### config.mk
export PLATFORM = sky130hd
export DESIGN_NAME = sha256_hash_engine
export DESIGN_NICKNAME = d
export VERILOG_FILES = /design/src/rtl/shae_pkg.sv /design/src/rtl/shae_wmem.sv /design/src/rtl/shae_round.sv /design/src/rtl/sha256_hash_engine.sv
export SDC_FILE = /design/constraint.sdc
export NUM_CORES = 2
export LEC_CHECK = 0
export CORE_UTILIZATION = 57
export CTS_CLUSTER_SIZE = 20
export DETAILED_ROUTE_END_ITERATION = 6
export DONT_BUFFER_PORTS = 1
export GPL_TIMING_DRIVEN = 0
export PLACE_DENSITY = 0.69
export SYNTH_ARGS = -nofsm -noshare
export SYNTH_HDL_FRONTEND = slang
export SYNTH_SLANG_ARGS = --single-unit
### constraint.sdc
create_clock -name clk -period 22.5 [get_ports clk]
set_input_delay 4.5 -clock clk [delete_from_list [all_inputs] [get_ports clk]]
set_output_delay 4.5 -clock clk [all_outputs]
set_load 0.02 [all_outputs]
### src/rtl/shae_pkg.sv
package shae_pkg;

  // config register indexes
  localparam logic CFG_PAD_MODE = 1'b0;
  localparam logic CFG_DOUBLE   = 1'b1;

  localparam logic [7:0] PAD_BYTE = 8'h80;

  typedef struct packed {
    logic load;     // copy chain value into working vars
    logic step;     // run one round
    logic add;      // fold working vars into chain value
    logic save;     // copy chain value into digest hold
    logic restart;  // chain value back to initial value
  } round_ctl_t;

  localparam logic [31:0] IV_TAB [8] = '{
    32'h6A09E667, 32'hBB67AE85, 32'h3C6EF372, 32'hA54FF53A,
    32'h510E527F, 32'h9B05688C, 32'h1F83D9AB, 32'h5BE0CD19
  };

  localparam logic [31:0] K_TAB [64] = '{
    32'h428A2F98, 32'h71374491, 32'hB5C0FBCF, 32'hE9B5DBA5,
    32'h3956C25B, 32'h59F111F1, 32'h923F82A4, 32'hAB1C5ED5,
    32'hD807AA98, 32'h12835B01, 32'h243185BE, 32'h550C7DC3,
    32'h72BE5D74, 32'h80DEB1FE, 32'h9BDC06A7, 32'hC19BF174,
    32'hE49B69C1, 32'hEFBE4786, 32'h0FC19DC6, 32'h240CA1CC,
    32'h2DE92C6F, 32'h4A7484AA, 32'h5CB0A9DC, 32'h76F988DA,
    32'h983E5152, 32'hA831C66D, 32'hB00327C8, 32'hBF597FC7,
    32'hC6E00BF3, 32'hD5A79147, 32'h06CA6351, 32'h14292967,
    32'h27B70A85, 32'h2E1B2138, 32'h4D2C6DFC, 32'h53380D13,
    32'h650A7354, 32'h766A0ABB, 32'h81C2C92E, 32'h92722C85,
    32'hA2BFE8A1, 32'hA81A664B, 32'hC24B8B70, 32'hC76C51A3,
    32'hD192E819, 32'hD6990624, 32'hF40E3585, 32'h106AA070,
    32'h19A4C116, 32'h1E376C08, 32'h2748774C, 32'h34B0BCB5,
    32'h391C0CB3, 32'h4ED8AA4A, 32'h5B9CCA4F, 32'h682E6FF3,
    32'h748F82EE, 32'h78A5636F, 32'h84C87814, 32'h8CC70208,
    32'h90BEFFFA, 32'hA4506CEB, 32'hBEF9A3F7, 32'hC67178F2
  };

endpackage

### src/rtl/shae_wmem.sv
module shae_wmem (
  input  logic        clk,
  input  logic        wr_en,
  input  logic [3:0]  wr_addr,
  input  logic [31:0] wr_data,
  input  logic        rd_en,
  input  logic [3:0]  rd_addr,
  output logic [31:0] rd_data
);

  // block word store, one write and one registered read port
  logic [31:0] mem [16];

  always_ff @(posedge clk) begin
    if (wr_en) begin
      mem[wr_addr] <= wr_data;
    end
    if (rd_en) begin
      rd_data <= mem[rd_addr];
    end
  end

endmodule

### src/rtl/shae_round.sv
module shae_round (
  input  logic                clk,
  input  logic                rst,
  input  shae_pkg::round_ctl_t ctl,
  input  logic [5:0]          rnd,
  input  logic [31:0]         w_mem,
  input  logic [2:0]          sel,
  output logic [31:0]         chain_word,
  output logic [31:0]         dig_word
);

  import shae_pkg::*;

  function automatic logic [31:0] bsig0(input logic [31:0] x);
    bsig0 = {x[1:0], x[31:2]} ^ {x[12:0], x[31:13]} ^ {x[21:0], x[31:22]};
  endfunction

  function automatic logic [31:0] bsig1(input logic [31:0] x);
    bsig1 = {x[5:0], x[31:6]} ^ {x[10:0], x[31:11]} ^ {x[24:0], x[31:25]};
  endfunction

  function automatic logic [31:0] ssig0(input logic [31:0] x);
    ssig0 = {x[6:0], x[31:7]} ^ {x[17:0], x[31:18]} ^ (x >> 3);
  endfunction

  function automatic logic [31:0] ssig1(input logic [31:0] x);
    ssig1 = {x[16:0], x[31:17]} ^ {x[18:0], x[31:19]} ^ (x >> 10);
  endfunction

  logic [31:0] chain [8];
  logic [31:0] dig   [8];
  logic [31:0] v     [8];
  logic [31:0] win   [16];  // win[0] is the oldest schedule word
  logic [31:0] wt, t1, t2, ch, maj;

  always_comb begin
    wt  = (rnd[5:4] == 2'b00) ? w_mem
        : ssig1(win[14]) + win[9] + ssig0(win[1]) + win[0];
    ch  = (v[4] & v[5]) ^ (~v[4] & v[6]);
    maj = (v[0] & v[1]) ^ (v[0] & v[2]) ^ (v[1] & v[2]);
    t1  = v[7] + bsig1(v[4]) + ch + K_TAB[rnd] + wt;
    t2  = bsig0(v[0]) + maj;
  end

  always_ff @(posedge clk) begin
    if (rst || ctl.restart) begin
      for (int i = 0; i < 8; i++) chain[i] <= IV_TAB[i];
    end else if (ctl.add) begin
      for (int i = 0; i < 8; i++) chain[i] <= chain[i] + v[i];
    end
  end

  always_ff @(posedge clk) begin
    if (ctl.save) begin
      for (int i = 0; i < 8; i++) dig[i] <= chain[i];
    end
    if (ctl.load) begin
      for (int i = 0; i < 8; i++) v[i] <= chain[i];
    end else if (ctl.step) begin
      v[7] <= v[6];
      v[6] <= v[5];
      v[5] <= v[4];
      v[4] <= v[3] + t1;
      v[3] <= v[2];
      v[2] <= v[1];
      v[1] <= v[0];
      v[0] <= t1 + t2;
    end
    if (ctl.step) begin
      for (int i = 0; i < 15; i++) win[i] <= win[i+1];
      win[15] <= wt;
    end
  end

  assign chain_word = chain[sel];
  assign dig_word   = dig[sel];

endmodule

### src/rtl/sha256_hash_engine.sv
// channel   dir  handshake               payload
// cfg       in   cfg_valid / cfg_ready   cfg_index, cfg_data
// message   in   in_valid / in_ready     msg_byte, msg_last
// digest    out  out_valid / out_ready   digest_word, word_last, length_error
//
// message bytes are taken one per cycle while in_ready is high; each full 64-byte block is then
// compressed (read prime, 64 rounds at one round per cycle, chain add)
// padding and zero fill run one byte per cycle through the same packer, pausing while a block compresses
// double hash adds 32 digest bytes, 32 pad bytes and one more block
// rst is synchronous: chain value to initial value, counters and modes cleared
// input stalls while a block compresses and while the 8 digest words drain
module sha256_hash_engine (
  input  logic        clk,
  input  logic        rst,
  input  logic        cfg_valid,
  output logic        cfg_ready,
  input  logic        cfg_index,
  input  logic        cfg_data,
  input  logic        in_valid,
  output logic        in_ready,
  input  logic [7:0]  msg_byte,
  input  logic        msg_last,
  output logic        out_valid,
  input  logic        out_ready,
  output logic [31:0] digest_word,
  output logic        word_last,
  output logic        length_error
);

  import shae_pkg::*;

  // sequencer states
  typedef enum logic [7:0] {
    ST_IN   = 8'b0000_0001,  // taking message bytes
    ST_PAD  = 8'b0000_0010,  // padding or zero fill
    ST_DBL  = 8'b0000_0100,  // feeding first digest back in
    ST_LOAD = 8'b0000_1000,  // prime the word read, load working vars
    ST_COMP = 8'b0001_0000,  // 64 rounds
    ST_ADD  = 8'b0010_0000,  // fold into chain value
    ST_FIN  = 8'b0100_0000,  // message done, choose second pass or output
    ST_OUT  = 8'b1000_0000   // drain digest words
  } state_t;

  state_t      state, state_next;

  // config registers
  logic        pad_mode, double_hash;

  // message bookkeeping
  logic [5:0]  fill;        // bytes held in the current block
  logic [23:0] acc;         // bytes of the word being packed
  logic [63:0] bit_count;
  logic [63:0] len;         // length field for the padding
  logic        sent80;
  logic [3:0]  len_cnt;     // length bytes sent
  logic        ending;      // finishing a message, compress returns to padding
  logic        mode_raw, mode_dbl, second, err;
  logic [4:0]  didx;        // digest byte being fed back
  logic [5:0]  rnd;
  logic [2:0]  oidx;

  // byte packer
  logic        put_en;
  logic [7:0]  put_byte;

  // memory and round unit
  logic        wr_en, rd_en;
  logic [3:0]  rd_addr;
  logic [31:0] rd_data;
  logic [31:0] chain_word, dig_word;
  logic [2:0]  sel;
  round_ctl_t  ctl;

  assign cfg_ready = 1'b1;
  assign in_ready  = (state == ST_IN);
  assign out_valid = (state == ST_OUT);

  always_ff @(posedge clk) begin
    if (rst) begin
      pad_mode    <= 1'b0;
      double_hash <= 1'b0;
    end else if (cfg_valid) begin
      if (cfg_index == CFG_PAD_MODE) pad_mode <= cfg_data;
      if (cfg_index == CFG_DOUBLE)   double_hash <= cfg_data;
    end
  end

  // byte source selection
  always_comb begin
    put_en   = 1'b0;
    put_byte = '0;
    unique case (state)
      ST_IN: begin
        put_en   = in_valid;
        put_byte = msg_byte;
      end
      ST_PAD: begin
        if (mode_raw) begin
          put_en = (fill != 6'd0);
        end else if (len_cnt != 4'd8) begin
          put_en = 1'b1;
          if (!sent80) put_byte = PAD_BYTE;
          else if (len_cnt == 4'd0 && fill != 6'd56) put_byte = '0;
          else put_byte = len[{~len_cnt[2:0], 3'b000} +: 8];
        end
      end
      ST_DBL: begin
        put_en   = 1'b1;
        put_byte = dig_word[{~didx[1:0], 3'b000} +: 8];
      end
      default: begin
        put_en   = 1'b0;
        put_byte = '0;
      end
    endcase
  end

  // a word is written once its fourth byte arrives; the store is only read
  // while loading and during compression, so reads and writes never overlap
  assign wr_en   = put_en && (fill[1:0] == 2'b11);
  assign rd_en   = (state == ST_LOAD) || (state == ST_COMP);
  assign rd_addr = (state == ST_COMP) ? rnd[3:0] + 4'd1 : 4'd0;
  assign sel     = (state == ST_DBL) ? didx[4:2] : oidx;

  always_comb begin
    ctl         = '0;
    ctl.load    = (state == ST_LOAD);
    ctl.step    = (state == ST_COMP);
    ctl.add     = (state == ST_ADD);
    ctl.save    = (state == ST_FIN) && mode_dbl && !second;
    ctl.restart = ctl.save || (out_valid && out_ready && oidx == 3'd7);
  end

  always_comb begin
    state_next = state;
    unique case (state)
      ST_IN: begin
        if (in_valid) begin
          if (fill == 6'd63) state_next = ST_LOAD;
          else if (msg_last) state_next = ST_PAD;
        end
      end
      ST_PAD: begin
        if (!put_en) state_next = ST_FIN;
        else if (fill == 6'd63) state_next = ST_LOAD;
      end
      ST_DBL: begin
        if (didx == 5'd31) state_next = ST_PAD;
      end
      ST_LOAD: state_next = ST_COMP;
      ST_COMP: begin
        if (rnd == 6'd63) state_next = ST_ADD;
      end
      ST_ADD:  state_next = ending ? ST_PAD : ST_IN;
      ST_FIN:  state_next = (mode_dbl && !second) ? ST_DBL : ST_OUT;
      ST_OUT: begin
        if (out_ready && oidx == 3'd7) state_next = ST_IN;
      end
      default: state_next = ST_IN;
    endcase
  end

  always_ff @(posedge clk) begin
    if (rst) begin
      state     <= ST_IN;
      fill      <= '0;
      bit_count <= '0;
      ending    <= 1'b0;
      second    <= 1'b0;
      sent80    <= 1'b0;
      len_cnt   <= '0;
      mode_raw  <= 1'b0;
      mode_dbl  <= 1'b0;
      err       <= 1'b0;
      didx      <= '0;
      rnd       <= '0;
      oidx      <= '0;
    end else begin
      state <= state_next;
      if (put_en) begin
        fill <= fill + 6'd1;
      end
      // length bytes counted once the 0x80 marker and zeros are out
      if (state == ST_PAD && put_en && !mode_raw) begin
        if (!sent80) sent80 <= 1'b1;
        else if (len_cnt != 4'd0 || fill == 6'd56) len_cnt <= len_cnt + 4'd1;
      end
      if (state == ST_IN && in_valid) begin
        bit_count <= bit_count + 64'd8;
        if (msg_last) begin
          ending   <= 1'b1;
          mode_raw <= pad_mode;
          mode_dbl <= double_hash;
          sent80   <= 1'b0;
          len_cnt  <= '0;
          err      <= pad_mode && (fill != 6'd63);
        end
      end
      if (state == ST_LOAD) rnd <= '0;
      if (state == ST_COMP) rnd <= rnd + 6'd1;
      if (state == ST_FIN && mode_dbl && !second) begin
        second <= 1'b1;
        didx   <= '0;
      end
      if (state == ST_DBL) begin
        didx <= didx + 5'd1;
        if (didx == 5'd31) begin
          // second pass always pads a 256-bit message
          mode_raw <= 1'b0;
          sent80   <= 1'b0;
          len_cnt  <= '0;
        end
      end
      if (state == ST_FIN) oidx <= '0;
      if (out_valid && out_ready) begin
        oidx <= oidx + 3'd1;
        if (oidx == 3'd7) begin
          bit_count <= '0;
          second    <= 1'b0;
          ending    <= 1'b0;
        end
      end
    end
  end

  // payload registers
  always_ff @(posedge clk) begin
    if (put_en) acc <= {acc[15:0], put_byte};
    if (state == ST_IN && in_valid && msg_last) len <= bit_count + 64'd8;
    if (state == ST_DBL && didx == 5'd31) len <= 64'd256;
  end

  shae_wmem u_wmem (
    .clk     (clk),
    .wr_en   (wr_en),
    .wr_addr (fill[5:2]),
    .wr_data ({acc, put_byte}),
    .rd_en   (rd_en),
    .rd_addr (rd_addr),
    .rd_data (rd_data)
  );

  shae_round u_round (
    .clk        (clk),
    .rst        (rst),
    .ctl        (ctl),
    .rnd        (rnd),
    .w_mem      (rd_data),
    .sel        (sel),
    .chain_word (chain_word),
    .dig_word   (dig_word)
  );

  assign digest_word  = chain_word;
  assign word_last    = (oidx == 3'd7);
  assign length_error = err;

endmodule

==> run summary <==
Min-delay src: u_round.win[12][19]
DRC: 0
NumNets Final: 10300
Syn Inst Count: 9457
CTS tree: done
EDFF count, synth: 1848
Initial antenna violation count: 12
Syn nets: 10100
Post-synthesis adder-cell area fraction: 0.0877
Area Growth Syn to Fin: 10.4%
Worst path required time: 23.06 ns
Leak: 0.0427 uW
Die Y: 431 um
Setup bufs post-CTS: 0
Max-slew headroom: -0.0157
Finish-stage setup viols: 0
PostCTS Resize Cnt: 0
Post-synthesis area per instance: 11.1 sq um
Worst Hold Depth: 0
Iter 0 DRT Violations: 12100
Vias/cell: 6.41
Dpl ws: 9.18 ns
Clk slew on worst S/H paths: 0.06 ns
Fmax: 71.1 MHz
Critical Path Start Type: register
Clock sinks: 2010
Pwr dens: 68.6 nW/um^2
Compound-cell area share of the yosys netlist: 0.113
Fin Setup TNS: 0 ns
Largest delay contributor family on the critical path: compound AO/OA/AOI/OAI gates
Root Buffer: clkbuf_16
Final worst slack: 8.43 ns
Fin Hold WS: 0.385 ns
Worst min-delay path class: reg -> reg
Max_cap viols: 2
Simple-Gate Fraction of Synth Area: 0.138
H-Tree Depth: 4
Cell area after synthesis: 105000 sq um
FF-to-FF End: u_round.v[0][30]
Sequential fraction of the synthesis area: 0.559
Total GRT Usage: 0.392
First-pass GRT wire length: 519000 um
Most frequent CP cell: a21oi_1
Fin crit period: 14.07 ns
Worst setup path class: reg -> reg
Final Hold Viols: 0
Post-Route Skew: 0.0530 ns
Status: complete, but fails checks
Failing checks: max-capacitance violations, max-slew violations
Register bit count reported by yosys: 2010
Largest net degree at the start of global routing: 110
Share of post-route cells with drive strength above 1: 0.0521
Placer Congestion: 1.06
Synth warnings: 0
Maximum fanout along the worst path: 12
Crit path DAT: 14.63 ns
Critical path's largest stage delay: 0.73 ns
Least-Margin Pin Slew: 1.52 ns
Initial core utilization: 0.574
Distinct cells, synth: 104
Reg2Reg Depth: 40
Die ar.: 186000 sq um
Clk buf depth: 3
R2R Setup Slk: 8.43 ns
Worst vdd ir: 0.0803 mV
Post-Synth XOR/XNOR Area: 0.0564
IO Pins: 53
Slew Viols, Final: 29
GR Overflow Total: 0
Die width: 431 um
RSZ-0062 raised after global routing: false
Final critical-path share of the clock period: 0.625
Row count: 157
TritonCTS Buffers: 205
Core area: 183000 sq um
Largest family of logic cells by synthesized area: simple AND/OR/NAND/NOR gates
Reg2reg start: rnd[0]
Final Core Density: 0.633
First-pass iteration count of the detailed router: 6
Buf+Inv Stages, Crit Path: 8
Antenna-violating nets left: 0
Multiplexer share of the synthesized area: 0.0129
Ys flop type: edfxtp_1
Number of global-route vias before repair: 72000
Stages on worst setup path: 40
Buffers on Ports: 0
Cts hold-fix bufs: 0
Worst path slowest cell: clkbuf_1
DP HPWL: 284000 um
FFs w/ async S/R, synth: 0
Skew-Pair Late Insertion Delay: 0.88 ns
Hold Path End: u_round.win[11][19]
Drt total wl: 370000 um
Avg WL per Cell: 30.0 um
Power Total: 7940 uW
Vias: 79100
Worst Setup End Kind: register
placed cells by master, fill, tap and decap left out, drive strengths merged, types with 45 or more instances in the layout:
master | synthesis | layout
clkinv | 0 | 72
a211oi | 214 | 214
ha | 410 | 410
fa | 195 | 195
nor2b | 51 | 51
clkbuf | 414 | 676
dfxtp | 162 | 162
nand3 | 329 | 329
xor2 | 239 | 239
nand2b | 76 | 76
nand2 | 1908 | 1908
edfxtp | 1848 | 1848
nor2 | 429 | 429
and3 | 80 | 80
a21oi | 472 | 472
o21ai | 433 | 433
xnor2 | 437 | 437
buf | 75 | 115
or3 | 46 | 46
nor3 | 97 | 97
o21a | 52 | 52
a21o | 190 | 190
a31oi | 121 | 121
mux2i | 45 | 45
and2 | 156 | 156
a311oi | 127 | 127
inv | 406 | 412
worst max path at each step:
stage / from / to / slack (ns)
3_3_place_gp: state[4] / u_round.chain[1][8] / -1.61
3_5_place_dp: rnd[0] / u_round.v[0][30] / 9.18
5_1_grt: rnd[0] / u_round.v[0][30] / 8.42
4_1_cts: rnd[0] / u_round.v[0][30] / 9.09
6_report: rnd[0] / u_round.v[0][30] / 8.43
2_1_floorplan: state[0] / u_round.win[0][0] / 6.00
cells by family after synthesis:
family,count (synthesis)
buffers and inverters,895
adder cells (fa/ha/maj),623
AND/OR/NAND/NOR,3292
AO/OA/AOI/OAI,1855
XOR/XNOR,676
other,1
multiplexers,105
flip-flops,2010
Yosys cell counts, drive strengths merged (15+ instances only):
master,instances,area share
clkbuf,414,0.015
nand2,1908,0.068
maj3,18,0.0017
nor3,97,0.0048
mux4,20,0.0043
o21ai,433,0.021
o21a,52,0.0037
or3,46,0.0028
and3,80,0.0048
a21boi,17,0.0012
o31ai,30,0.0022
ha,410,0.049
edfxtp,1848,0.53
a31oi,121,0.0072
nor2b,51,0.0030
a21oi,472,0.022
xor2,239,0.020
nand4,41,0.0026
a21o,190,0.014
and2,156,0.0093
o21bai,41,0.0029
mux2i,45,0.0043
a311oi,127,0.011
dfxtp,162,0.031
nand2b,76,0.0045
nor2,429,0.016
a211oi,214,0.015
buf,75,0.0033
fa,195,0.037
nand3,329,0.016
inv,406,0.015
mux2,40,0.0043
nor4,15,0.0010
nor3b,17,0.0013
xnor2,437,0.036
o211ai,23,0.0016
cell type report:
class,instances,area [sq um]
Inverter,406,1540
Tap cell,2464,3080
Timing Repair Buffer,40,937
Fill cell,14400,67200
Multi-Input combinational cell,6552,43100
Clock buffer,262,5410
Antenna cell,5,12.5
Buffer,489,1920
Sequential cell,2010,58700
Clock inverter,104,1200
stage by stage:
stage | cells | cell area (sq um)
after floorplan | 9457 | 105000
after global placement | 11900 | 108000
after detailed placement | 12000 | 109000
after CTS | 12300 | 116000
after global routing | 12300 | 116000
final | 12300 | 116000
where the power goes:
group	total [uW]	leakage, uW	internal (uW)	switching [uW]
combinational	282	0.0211	84.8	197
sequential	4240	0.0184	4160	86.6
clock	3420	0.00319	1920	1500
per-layer routing:
metal  up-vias  routed length, um  share of wire  GRT usage
met5         -                 61        0.00016          0
met4         8              16500          0.045      0.153
met3       699              52300           0.14      0.136
met2      5177             147000           0.40      0.525
met1     38900             154000           0.42      0.579
li1      34300                  -              -          -
state kept, by name (all words and copies together), names as in the netlist, 5 cells and up:
register	flops
u_round.v	256
u_round.win	512
u_round.chain	256
state	8
len	61
u_round.dig	256
rnd	6
fill	6
acc	24
didx	5
u_wmem.rd_data	32
u_wmem.mem	512
bit_count	61
No activity file was read; power rests on OpenSTA's default activity.
